==> config.mk <==
export PLATFORM = sky130hd
export DESIGN_NAME = circular_record_queue_unit
export DESIGN_NICKNAME = d
export VERILOG_FILES = /design/src/crq_pkg.sv /design/src/crq_ctrl.sv /design/src/crq_dp.sv /design/src/circular_record_queue_unit.sv
export SDC_FILE = /design/constraint.sdc
export NUM_CORES = 1
export LEC_CHECK = 0
export BUFFER_PORTS_ARGS = -buffer_cell sky130_fd_sc_hd__buf_2
export CAP_MARGIN = 20
export CORE_MARGIN = 2
export CORE_UTILIZATION = 60
export CTS_BUF_LIST = sky130_fd_sc_hd__clkbuf_4 sky130_fd_sc_hd__clkbuf_8
export CTS_CLUSTER_DIAMETER = 50
export DETAILED_ROUTE_END_ITERATION = 12
export MAX_ROUTING_LAYER = met4
export PLACE_DENSITY = 0.8
export SYNTH_ARGS = -nofsm -noshare
export SYNTH_HDL_FRONTEND = slang
export SYNTH_SLANG_ARGS = --single-unit
export TNS_END_PERCENT = 1
==> constraint.sdc <==
create_clock -name i_clk -period 28.5 [get_ports i_clk]
set_input_delay 0 -clock i_clk [delete_from_list [all_inputs] [get_ports i_clk]]
set_output_delay 0 -clock i_clk [all_outputs]
set_load 0.05 [all_outputs]
==> src/crq_pkg.sv <==
package crq_pkg;

    localparam int IDX_W        = 4;   // ring index width
    localparam int CAP_W        = 4;   // capacity register width
    localparam int FIELD_W      = 32;  // width of each record field
    localparam int REC_W        = 2 * FIELD_W;
    localparam int KIND_W       = 2;
    localparam int STATUS_W     = 2;
    localparam int SLOTS_DEF    = 16;
    localparam int PADDR_W      = 3;
    localparam int PDATA_W      = 32;
    localparam int IN_TDATA_W   = 64;  // roll_in, marks_in
    localparam int OUT_TDATA_W  = 72;  // roll_out, marks_out, is_empty, is_full, pad

    localparam logic [CAP_W-1:0]   CAPACITY_RST = 4'd15;
    localparam logic [PADDR_W-1:0] ADDR_CAPACITY = 3'd0;

    // request kinds
    localparam logic [KIND_W-1:0] KIND_ENQ       = 2'd0;
    localparam logic [KIND_W-1:0] KIND_DEQ       = 2'd1;
    localparam logic [KIND_W-1:0] KIND_PEEK_OLD  = 2'd2;
    localparam logic [KIND_W-1:0] KIND_PEEK_NEW  = 2'd3;

    // result status codes
    localparam logic [STATUS_W-1:0] ST_DONE  = 2'd0;
    localparam logic [STATUS_W-1:0] ST_FULL  = 2'd1;
    localparam logic [STATUS_W-1:0] ST_EMPTY = 2'd2;

    typedef struct packed {
        logic latch_req;  // capture the incoming word
        logic exec;       // run the request against the ring
        logic load_out;   // move the result into the output register
    } t_dp_cmd;

    typedef struct packed {
        logic out_free;   // output register empty or draining this cycle
    } t_dp_stat;

    // Step an index around a ring of cap+1 slots.
    function automatic logic [IDX_W-1:0] f_adv(input logic [IDX_W-1:0] idx,
                                                input logic [CAP_W-1:0] cap);
        logic [IDX_W:0] nxt;
        logic [IDX_W:0] ring;
        nxt  = {1'b0, idx} + 1'b1;
        ring = {1'b0, cap} + 1'b1;
        return (nxt >= ring) ? '0 : nxt[IDX_W-1:0];
    endfunction

endpackage

==> src/crq_ctrl.sv <==
module crq_ctrl (
    input  logic              i_clk,
    input  logic              i_rst_n,
    input  logic              i_in_valid,
    output logic              o_in_ready,
    input  crq_pkg::t_dp_stat i_stat,
    output crq_pkg::t_dp_cmd  o_cmd
);
    import crq_pkg::*;

    localparam logic [1:0] S_IDLE = 2'd0;
    localparam logic [1:0] S_EXEC = 2'd1;
    localparam logic [1:0] S_RESP = 2'd2;

    logic [1:0] r_state;
    logic [1:0] n_state;

    always_comb begin
        n_state        = r_state;
        o_in_ready     = 1'b0;
        o_cmd          = '0;
        unique case (r_state)
            S_IDLE: begin
                o_in_ready      = 1'b1;
                o_cmd.latch_req = i_in_valid;
                if (i_in_valid) begin
                    n_state = S_EXEC;
                end
            end
            S_EXEC: begin
                o_cmd.exec = 1'b1;
                n_state    = S_RESP;
            end
            S_RESP: begin
                // hold here while the previous result is still unclaimed
                if (i_stat.out_free) begin
                    o_cmd.load_out = 1'b1;
                    n_state        = S_IDLE;
                end
            end
            default: begin
                n_state = S_IDLE;
            end
        endcase
    end

    always_ff @(posedge i_clk) begin
        if (!i_rst_n) begin
            r_state <= S_IDLE;
        end else begin
            r_state <= n_state;
        end
    end

endmodule

==> src/crq_dp.sv <==
module crq_dp #(
    parameter int SLOTS = crq_pkg::SLOTS_DEF
) (
    input  logic                          i_clk,
    input  logic                          i_rst_n,
    input  crq_pkg::t_dp_cmd              i_cmd,
    output crq_pkg::t_dp_stat             o_stat,
    input  logic [crq_pkg::CAP_W-1:0]     i_capacity,
    input  logic [crq_pkg::KIND_W-1:0]    i_kind,
    input  logic [crq_pkg::FIELD_W-1:0]   i_roll,
    input  logic [crq_pkg::FIELD_W-1:0]   i_marks,
    output logic                          o_out_valid,
    input  logic                          i_out_ready,
    output logic [crq_pkg::STATUS_W-1:0]  o_status,
    output logic [crq_pkg::FIELD_W-1:0]   o_roll,
    output logic [crq_pkg::FIELD_W-1:0]   o_marks,
    output logic                          o_is_empty,
    output logic                          o_is_full
);
    import crq_pkg::*;

    localparam int AW        = $clog2(SLOTS);
    localparam int IDX_MAX   = (1 << IDX_W) - 1;
    localparam int MOD_STEPS = IDX_MAX / SLOTS;

    // index modulo SLOTS by repeated subtraction (few steps, narrow value)
    function automatic logic [AW-1:0] f_slot(input logic [IDX_W-1:0] idx);
        logic [IDX_W-1:0] v;
        v = idx;
        for (int k = 0; k < MOD_STEPS; k++) begin
            if (v >= SLOTS) begin
                v = v - IDX_W'(SLOTS);
            end
        end
        return AW'(v);
    endfunction

    logic [REC_W-1:0]    r_mem [SLOTS];
    logic [REC_W-1:0]    r_rd_data;

    logic [KIND_W-1:0]   r_kind;
    logic [FIELD_W-1:0]  r_roll;
    logic [FIELD_W-1:0]  r_marks;
    logic [IDX_W-1:0]    r_head;
    logic [IDX_W-1:0]    r_tail;
    logic [STATUS_W-1:0] r_status;
    logic                r_rec_ok;

    logic                r_out_valid;
    logic [STATUS_W-1:0] r_out_status;
    logic [FIELD_W-1:0]  r_out_roll;
    logic [FIELD_W-1:0]  r_out_marks;
    logic                r_out_empty;
    logic                r_out_full;

    logic [IDX_W-1:0]    n_head;
    logic [IDX_W-1:0]    n_tail;
    logic [IDX_W-1:0]    adv_head;
    logic [IDX_W-1:0]    adv_tail;
    logic [IDX_W-1:0]    rd_idx;
    logic [STATUS_W-1:0] n_status;
    logic                wr_en;
    logic                q_empty;
    logic                q_full;

    assign adv_head = f_adv(r_head, i_capacity);
    assign adv_tail = f_adv(r_tail, i_capacity);
    assign q_empty  = (r_head == r_tail);
    assign q_full   = (adv_tail == r_head);

    always_comb begin
        n_head   = r_head;
        n_tail   = r_tail;
        n_status = ST_DONE;
        wr_en    = 1'b0;
        rd_idx   = adv_head;
        if (r_kind == KIND_ENQ) begin
            if (q_full) begin
                n_status = ST_FULL;
            end else begin
                n_tail = adv_tail;
                wr_en  = 1'b1;
            end
        end else if (q_empty) begin
            n_status = ST_EMPTY;
        end else begin
            case (r_kind)
                KIND_DEQ:      n_head = adv_head;
                KIND_PEEK_NEW: rd_idx = r_tail;
                default:       rd_idx = adv_head;
            endcase
        end
    end

    always_ff @(posedge i_clk) begin
        if (i_cmd.latch_req) begin
            r_kind  <= i_kind;
            r_roll  <= i_roll;
            r_marks <= i_marks;
        end
        if (i_cmd.exec) begin
            r_status  <= n_status;
            r_rec_ok  <= (n_status == ST_DONE) && (r_kind != KIND_ENQ);
            r_rd_data <= r_mem[f_slot(rd_idx)];
            if (wr_en) begin
                r_mem[f_slot(adv_tail)] <= {r_marks, r_roll};
            end
        end
    end

    always_ff @(posedge i_clk) begin
        if (!i_rst_n) begin
            r_head <= '0;
            r_tail <= '0;
        end else if (i_cmd.exec) begin
            r_head <= n_head;
            r_tail <= n_tail;
        end
    end

    // output register; flags come from the indices already updated
    always_ff @(posedge i_clk) begin
        if (!i_rst_n) begin
            r_out_valid <= 1'b0;
        end else if (i_cmd.load_out) begin
            r_out_valid <= 1'b1;
        end else if (i_out_ready) begin
            r_out_valid <= 1'b0;
        end
    end

    always_ff @(posedge i_clk) begin
        if (i_cmd.load_out) begin
            r_out_status <= r_status;
            r_out_roll   <= r_rec_ok ? r_rd_data[FIELD_W-1:0] : '0;
            r_out_marks  <= r_rec_ok ? r_rd_data[REC_W-1:FIELD_W] : '0;
            r_out_empty  <= q_empty;
            r_out_full   <= q_full;
        end
    end

    assign o_stat.out_free = !r_out_valid || i_out_ready;
    assign o_out_valid     = r_out_valid;
    assign o_status        = r_out_status;
    assign o_roll          = r_out_roll;
    assign o_marks         = r_out_marks;
    assign o_is_empty      = r_out_empty;
    assign o_is_full       = r_out_full;

endmodule

==> src/circular_record_queue_unit.sv <==
// Circular record queue with peek.
// Request words arrive on the slave stream: tuser carries the request kind
// (enqueue, dequeue, peek oldest, peek newest), tdata the two record fields
// used by an enqueue. Every request word produces exactly one result word on
// the master stream: tuser carries the status (done, rejected full, rejected
// empty), tdata the record read (zero when nothing was read) plus the empty
// and full flags as they stand after the request.
// Capacity (0..15 records) is set through the APB register at address 0;
// the ring uses capacity+1 slots, one always spare. Change it only while
// the queue is idle and empty.
// Timing: a request is taken in the idle cycle, runs against the ring in the
// next (index update, record write or synchronous record read), and its
// result is loaded into the output register once that register is free.
// A new request is taken only after the last result is loaded, as the
// controller's three states (take, execute, load result) run in turn.
// The output register lets a new request be accepted while the last result
// waits; if the receiver still stalls when the next result is ready, the
// controller holds it and no further request is accepted.
// Reset clears both indices (queue empty) and sets capacity to 15; record
// memory is not cleared, nothing is read before it is written.
module circular_record_queue_unit #(
    parameter int SLOTS = crq_pkg::SLOTS_DEF
) (
    input  logic                              i_clk,
    input  logic                              i_rst_n,
    // slave stream: request words
    input  logic                              i_s_tvalid,
    output logic                              o_s_tready,
    input  logic [crq_pkg::IN_TDATA_W-1:0]    i_s_tdata,  // [31:0] roll_in, [63:32] marks_in
    input  logic [crq_pkg::KIND_W-1:0]        i_s_tuser,  // [1:0] kind
    // master stream: result words
    output logic                              o_m_tvalid,
    input  logic                              i_m_tready,
    output logic [crq_pkg::OUT_TDATA_W-1:0]   o_m_tdata,  // [31:0] roll_out, [63:32] marks_out,
                                                          // [64] is_empty, [65] is_full, zero pad
    output logic [crq_pkg::STATUS_W-1:0]      o_m_tuser,  // [1:0] status
    // APB configuration port
    input  logic                              i_psel,
    input  logic                              i_penable,
    input  logic                              i_pwrite,
    input  logic [crq_pkg::PADDR_W-1:0]       i_paddr,
    input  logic [crq_pkg::PDATA_W-1:0]       i_pwdata,
    output logic [crq_pkg::PDATA_W-1:0]       o_prdata,
    output logic                              o_pready
);
    import crq_pkg::*;

    logic [CAP_W-1:0]    r_capacity;
    logic                cfg_wr;
    t_dp_cmd             dp_cmd;
    t_dp_stat            dp_stat;
    logic [STATUS_W-1:0] out_status;
    logic [FIELD_W-1:0]  out_roll;
    logic [FIELD_W-1:0]  out_marks;
    logic                out_empty;
    logic                out_full;

    // ---------------- configuration register ----------------
    assign o_pready = 1'b1;
    assign cfg_wr   = i_psel && i_penable && i_pwrite && (i_paddr == ADDR_CAPACITY);

    always_ff @(posedge i_clk) begin
        if (!i_rst_n) begin
            r_capacity <= CAPACITY_RST;
        end else if (cfg_wr) begin
            r_capacity <= i_pwdata[CAP_W-1:0];
        end
    end

    assign o_prdata = (i_paddr == ADDR_CAPACITY) ? PDATA_W'(r_capacity) : '0;

    // ---------------- controller ----------------
    crq_ctrl u_ctrl (
        .i_clk      (i_clk),
        .i_rst_n    (i_rst_n),
        .i_in_valid (i_s_tvalid),
        .o_in_ready (o_s_tready),
        .i_stat     (dp_stat),
        .o_cmd      (dp_cmd)
    );

    // ---------------- datapath: indices, record memory, output register ----
    crq_dp #(
        .SLOTS (SLOTS)
    ) u_dp (
        .i_clk       (i_clk),
        .i_rst_n     (i_rst_n),
        .i_cmd       (dp_cmd),
        .o_stat      (dp_stat),
        .i_capacity  (r_capacity),
        .i_kind      (i_s_tuser),
        .i_roll      (i_s_tdata[FIELD_W-1:0]),
        .i_marks     (i_s_tdata[REC_W-1:FIELD_W]),
        .o_out_valid (o_m_tvalid),
        .i_out_ready (i_m_tready),
        .o_status    (out_status),
        .o_roll      (out_roll),
        .o_marks     (out_marks),
        .o_is_empty  (out_empty),
        .o_is_full   (out_full)
    );

    assign o_m_tuser = out_status;
    assign o_m_tdata = {6'b0, out_full, out_empty, out_marks, out_roll};

    // ---------------- assertions ----------------
    a_full_reject_flag: assert property (@(posedge i_clk) disable iff (!i_rst_n)
        (o_m_tvalid && (o_m_tuser == ST_FULL)) |-> o_m_tdata[REC_W+1])
        else $error("full rejection without full flag");

    a_empty_reject_flag: assert property (@(posedge i_clk) disable iff (!i_rst_n)
        (o_m_tvalid && (o_m_tuser == ST_EMPTY)) |-> o_m_tdata[REC_W])
        else $error("empty rejection without empty flag");

    a_reject_no_record: assert property (@(posedge i_clk) disable iff (!i_rst_n)
        (o_m_tvalid && (o_m_tuser != ST_DONE)) |-> (o_m_tdata[REC_W-1:0] == '0))
        else $error("rejected request returned a record");

endmodule
# Yosys cells after proc, flatten, opt, wreduce, memory -nomap -nowiden
# Memory sizes are Yosys's and may differ from the RTL's. A register that Yosys moved wholly into a read port is not among the register bits.
# Cells that the tools add are included.
[word_totals] ff_bits=152 ramBits=1024 in_bits=108 out_inout_bits=109 elab_cells=71 mem_count=1
[classes] addsub=3 magnitude_cmp=2 eq_ne=8 n_mux=24 bitwise_logic=3 n_reduce_logical=15
[memory_table] memory="u_dp.r_mem" words=16 width=64 rd=1 rd_clocked_by_memory_dff=1 write_ports=1 line_no="crq_dp.sv:38" text="logic [REC_W-1:0] r_mem [SLOTS];"
[ops] cell="two-way mux 4 bit" count=6
[ops] cell="adder 4 x 1 -> 5 bit, second input constant" count=3
[ops] cell="two-way mux 1 bit" count=13
[ops] cell="greater-or-equal comparator 5 bit" count=2
[ops] cell="== test 4 bit" count=2
[ops] cell="two-way mux 2 bit" count=4
[ops] cell="zero test 2 bit" count=3
[ops] cell="case mux 2 bit (3 select lines)" count=1
[ops] cell="== test 2 x 1 -> 1 bit, second input constant" count=2
[ops] cell="== test 2 bit, second input constant" count=2
[ops] cell="logical AND 1 bit" count=4
[ops] cell="inequality test 2 bit, second input constant" count=2
[ops] cell="AND reduction 4 bit" count=1
[ops] cell="nonzero test 2 bit" count=2
[ops] cell="zero test 3 bit" count=1
[ops] cell="inverter 1 bit" count=3
[ops] cell="AND reduction 3 bit" count=1
[ops] cell="AND reduction 2 bit" count=1
[ops] cell="zero test 1 bit" count=1
[ops] cell="logical OR 1 bit" count=1

# Longest topological paths before layout
[logic_depth] word_depth=9 ltp_mapped=13

# Hierarchy
# Synthesis repeated with hierarchy kept, for this count alone.
[unflattened] cells_unflattened=2496 area_unflattened_um2=47048.9
[by_module_without_submodules] module="crq_dp" n_inst=1 cells_each=2424 area_per_inst_um2=46450.8 seq_area_each_um2=36965.5
[by_module_without_submodules] module="circular_record_queue_unit" n_inst=1 cells_each=63 area_per_inst_um2=503.0 seq_area_each_um2=80.1
[by_module_without_submodules] module="crq_ctrl" n_inst=1 cells_each=9 area_per_inst_um2=95.1 seq_area_each_um2=40.0

# Worst setup path after synthesis
# Ideal clock, no wire load.
[synth_path] path_kind="reg2reg" start="reg u_ctrl.r_state[0]" end="mem u_dp.r_mem[1][0] (netlist name), enable pin" arrival_time_ps=10161 required_time_ps=27856 slack_ps=17695 path_stages_with_launch=5 path_buffers=0 synth_period_minus_slack_ps=10805 path_cell_list="dfxtp_1 nor2b_1 and2_1 o211ai_1 nor4_1"
[synth_via] elab_chain_len=4
[synth_rtl] element="from (decl)" line_no="crq_ctrl.sv:15" text="logic [1:0] r_state;"
[synth_rtl] element="from (signal assigned)" line_no="crq_ctrl.sv:51" text="r_state <= n_state;"
[synth_rtl] element="== test 2 x 1 -> 1 bit" line_no="crq_ctrl.sv:22" text="unique case (r_state)"
[synth_rtl] element="two-way mux 1 bit" line_no="crq_ctrl.sv:22"
[synth_rtl] element="two-way mux 1 bit" line_no="crq_dp.sv:101" text="if (i_cmd.exec) begin"
[synth_rtl] element="two-way mux 1 bit (implied by the code)" line_no="crq_dp.sv:106" text="r_mem[f_slot(adv_tail)] <= {r_marks, r_roll};"
[synth_rtl] element="to (decl)" line_no="crq_dp.sv:38"
# Every way passes these cells.

# Final worst setup path
[layout_path] start="reg u_dp.r_tail[0]" end="mem u_dp.r_mem[6][23] (netlist name), enable pin"
[layout_via] elab_chain_len=9
[layout_rtl] element="from (decl)" line_no="crq_dp.sv:45" text="logic [IDX_W-1:0] r_tail;"
[layout_rtl] element="from (signal assigned)" line_no="crq_dp.sv:117" text="r_tail <= n_tail;"
[layout_rtl] element="adder 4 x 1 -> 5 bit *" line_no="crq_pkg.sv:44" text="nxt = {1'b0, idx} + 1'b1;"
[layout_rtl] element="greater-or-equal comparator 5 bit" line_no="crq_pkg.sv:46" text="return (nxt >= ring) ? '0 : nxt[IDX_W-1:0];"
[layout_rtl] element="two-way mux 4 bit *" line_no="crq_pkg.sv:46"
[layout_rtl] element="== test 4 bit" line_no="crq_dp.sv:69" text="assign q_full = (adv_tail == r_head);"
[layout_rtl] element="two-way mux 1 bit" line_no="crq_dp.sv:78" text="if (q_full) begin"
[layout_rtl] element="two-way mux 1 bit" line_no="crq_dp.sv:77" text="if (r_kind == KIND_ENQ) begin"
[layout_rtl] element="two-way mux 1 bit" line_no="crq_dp.sv:105" text="if (wr_en) begin"
[layout_rtl] element="two-way mux 1 bit" line_no="crq_dp.sv:101"
[layout_rtl] element="two-way mux 1 bit (implied by the code)" line_no="crq_dp.sv:106"
# Mark *: on every way between the ends. The rest lies on a longest branch, timed or not.

==> flow_summary.ini <==
[sta]
timing.final.crit_share = 0.206
drv_slew = 0
worst_slack_ps = 22620
setup_viol = 0
finalSetupTns_ps = 0
relSlewSlack = 0.210
rsz0062_at_grt = no
fmax_mhz = 170
tightest_slew_ps = 1190
skew_ps = 36.5
min_period_ps = 5880
hold_viol = 0

[power]
p_per_area_mw_per_mm2 = 66.8
power.internal_mw = 2.81
comb_power_share = 0.042
leakage_nw = 17.1
p_total_mw = 3.59
switching_power_mw = 0.777
seqPwrFrac = 0.574
irDropWorstVdd_mv = 0.0397
clkPwrFrac = 0.385
sw_frac_of_total = 0.217

[synth]
yosysTopAreaCell = edfxtp_1
ys_seq_area_frac = 0.790
synthDistinctLibCells = 58
synth_edf_count = 1225
syn_avg_cell_area_um2 = 18.9
yosys-top-cells-area = edfxtp_1 78%, mux2i_1 11%, o22ai_1 3.4%
synth_top_area_frac = 0.784
synth_cells = 2483
yosys_register_bits = 1240
ys.flop_type = edfxtp_1
synth-async-reset-ratio = 0
syn_area_mm2 = 0.0469
yosysWarnings = 0

[placed_design]
place_ws_ps = 22770
dp_hpwl_mm = 50.6
placed_cell_area_mm2 = 0.0486
place_congestion = 0.855
io_buffers = 153

[floorplan]
start_util = 0.606
core_area_mm2 = 0.0775
die_w_um = 284
dieHeight_um = 284
io_pins = 217
die_area_mm2 = 0.0805
rows = 102

[detailed_routing]
vias = 25100
viasPerCell = 6.16
drt_wl_total_mm = 108
final_antenna_net_count = 0
met3WireLength_mm = 9.87
top_layer = met4
wl_met2_mm = 53.6
firstDrtPassIters = 5
wl_per_cell_um = 26.4
drt-met1-wl_mm = 41.2
drc = 0
first_iter_violations = 2850

[finish]
syn_to_final_growth_pct = 14.5
fin_nets = 3008
fin_area_mm2 = 0.0537
drive_gt1_frac = 0.172

[critical_path]
rr_endpoint = u_dp.r_mem[6][23]$_DFFE_PP_
crit_fanout = 49
cpMostUsedCell = ha_1
cp-start-kind = flip-flop
r2r_cells = 9
cp.required_ps = 28920
worst_path_max_delay_cell = buf_4
worst_path_largest_cell_delay_ps = 940
cp.arrival_ps = 6300
crit_path_end = u_dp.r_mem[6][23]$_DFFE_PP_
ff2ff_setup_slack_ps = 22620
r2r-start = u_dp.r_tail[0]$_SDFFE_PN0P_
crit_path_cell_trace = ha_1 -> ha_1 -> a221oi_1 -> o21ai_1 -> a311oi_2 -> o211ai_1 -> nand3b_1 -> nor2_4 -> buf_4
critPathKind = flip-flop to flip-flop
worst_setup_path_end_kind = flip-flop
setup.worst_path.start = u_dp.r_tail[0]$_SDFFE_PN0P_

[global_routing]
track_usage = 0.273
grt_max_degree = 133
grt_pass1_vias = 25600
antenna_found_initial = 4
grt_pass1_wl_mm = 158
grt_overflow = 0

[cts]
cts_buffers = 188
cts_tree = built
path_clk_slew_ps = 60
clock_path_buffers = 3
clkSinkCount = 1240
clk_latency_ps = 830
root_buffer = clkbuf_8
htree_levels = 4

[min_path]
hold_path_class = primary input to flip-flop

[job]
max-cap-violations = 0

[status]
status = complete, no violations
-- kinds of logic after synthesis --
| group | synth area share |
|---|---|
| AOI/OAI and AO/OA | 0.0407 |
| xor gates and xnor gates | 0.00288 |
| adders and majority gates | 0.00264 |
| buffers and inverters | 0.0227 |
| DFF | 0.790 |
| muxes | 0.110 |
| other | 0.000160 |
| and+or+nand+nor | 0.0305 |
-- cell usage after synthesis, types with 9 or more instances --
cell,count
nor2_1,24
a21oi_1,9
buf_2,57
edfxtp_1,1225
mux2i_1,517
clkbuf_1,28
o21ai_0,10
o22ai_1,256
and2_1,71
or4_1,66
buf_4,54
nand2b_1,11
dfxtp_1,15
ha_1,9
buf_6,20
nand2_1,18
-- power by group through the flow --
stage / clock network [mW] / logic [mW] / registers [mW]
final: 1.38 / 0.150 / 2.06
after global routing: 1.48 / 0.158 / 2.06
after CTS: 1.40 / 0.149 / 2.06
after detailed placement: 0 / 0.133 / 2.09
after global placement: 0 / 0.130 / 2.09
after floorplan: 0 / 0.0958 / 2.09
-- metrics by stage --
| stage | instances | utilization | hold slack, ps |
|---|---|---|---|
| floorplan | 2516 | - | 98.9 |
| global placement | 3587 | 0.627 | 176 |
| detailed placement | 3587 | 0.627 | 178 |
| CTS | 4074 | 0.693 | 61.1 |
| global route | 4078 | 0.694 | 107 |
| finish | 4078 | 0.694 | 113 |
-- what timing repair did --
action,4_1_cts,5_1_grt
hold buffers,153,0
gates resized for setup,0,0
buffers inserted,0,0
hold endpoints to repair,116,0
-- registers in the layout (all words and copies together) (netlist names), 2 cells and up --
register	flops
u_dp.r_rd_data	64
u_dp.r_roll	32
u_dp.r_status	2
u_dp.r_head	4
u_ctrl.r_state	2
u_dp.o_status	2
u_dp.r_marks	32
u_dp.r_kind	2
u_dp.r_tail	4
u_dp.o_marks	32
u_dp.o_roll	32
u_dp.r_mem	1024
r_capacity	4
-- layout make-up --
cell class / instances / area, um^2
Multi-Input combinational cell: 1105 / 9100
Timing Repair Buffer: 347 / 2640
Clock buffer: 249 / 3060
Fill cell: 4675 / 23700
Sequential cell: 1240 / 37100
Tap cell: 1040 / 1300
Antenna cell: 3 / 7.51
Clock inverter: 85 / 508
Inverter: 9 / 33.8
-- layout by cell type (no fill, tap or decap), types with 4 or more instances in the layout --
| cell | n |
|---|---|
| a21oi_1 | 9 |
| and2_1 | 69 |
| buf_2 | 153 |
| buf_4 | 39 |
| clkbuf_4 | 59 |
| clkbuf_8 | 190 |
| clkinv_1 | 49 |
| clkinv_2 | 16 |
| clkinvlp_4 | 9 |
| conb_1 | 35 |
| dfxtp_1 | 15 |
| dlygate4sd3_1 | 153 |
| edfxtp_1 | 1225 |
| ha_1 | 9 |
| inv_1 | 7 |
| inv_6 | 4 |
| mux2i_1 | 517 |
| nand2_1 | 16 |
| nand2b_1 | 8 |
| nand3_1 | 7 |
| nand3b_1 | 4 |
| nor2_1 | 15 |
| nor2_4 | 9 |
| nor3_2 | 5 |
| o21ai_0 | 10 |
| o22ai_1 | 256 |
| or4_1 | 66 |
| xnor2_1 | 4 |
| xnor2_2 | 4 |
| xor2_1 | 4 |
-- worst min path at each step --
stage | startpoint | end | slack, ps | depth (start not counted)
3_3_place_gp | i_s_tdata[14] | u_dp.r_roll[14]$_DFFE_PP_ | 180 | 1
4_1_cts | i_rst_n | u_dp.r_tail[2]$_SDFFE_PN0P_ | 60 | 4
6_report | i_rst_n | u_dp.r_tail[2]$_SDFFE_PN0P_ | 110 | 4
5_1_grt | i_rst_n | u_dp.r_tail[2]$_SDFFE_PN0P_ | 110 | 4
2_1_floorplan | i_s_tuser[0] | u_dp.r_kind[0]$_DFFE_PP_ | 100 | 0
3_5_place_dp | i_s_tdata[55] | u_dp.r_marks[23]$_DFFE_PP_ | 180 | 1
-- worst max-delay path: cells and delay by family, from the launching register on --
| family | cells | cell delay, ps |
|---|---|---|
| AO/OA/AOI/OAI | 4 | 1550 |
| AND/OR/NAND/NOR | 2 | 1230 |
| buffers and inverters | 1 | 940 |
| adder cells (fa/ha/maj) | 2 | 900 |
| flip-flops | 1 | 820 |
-- metal layers --
metal / up-vias / global-route usage
li1: 10800 / -
met2: 1441 / 0.440
met3: 242 / 0.0502
met1: 12700 / 0.354
met4: 0 / 0.0950
met5: - / -
(Power assumes the default switching activity.)
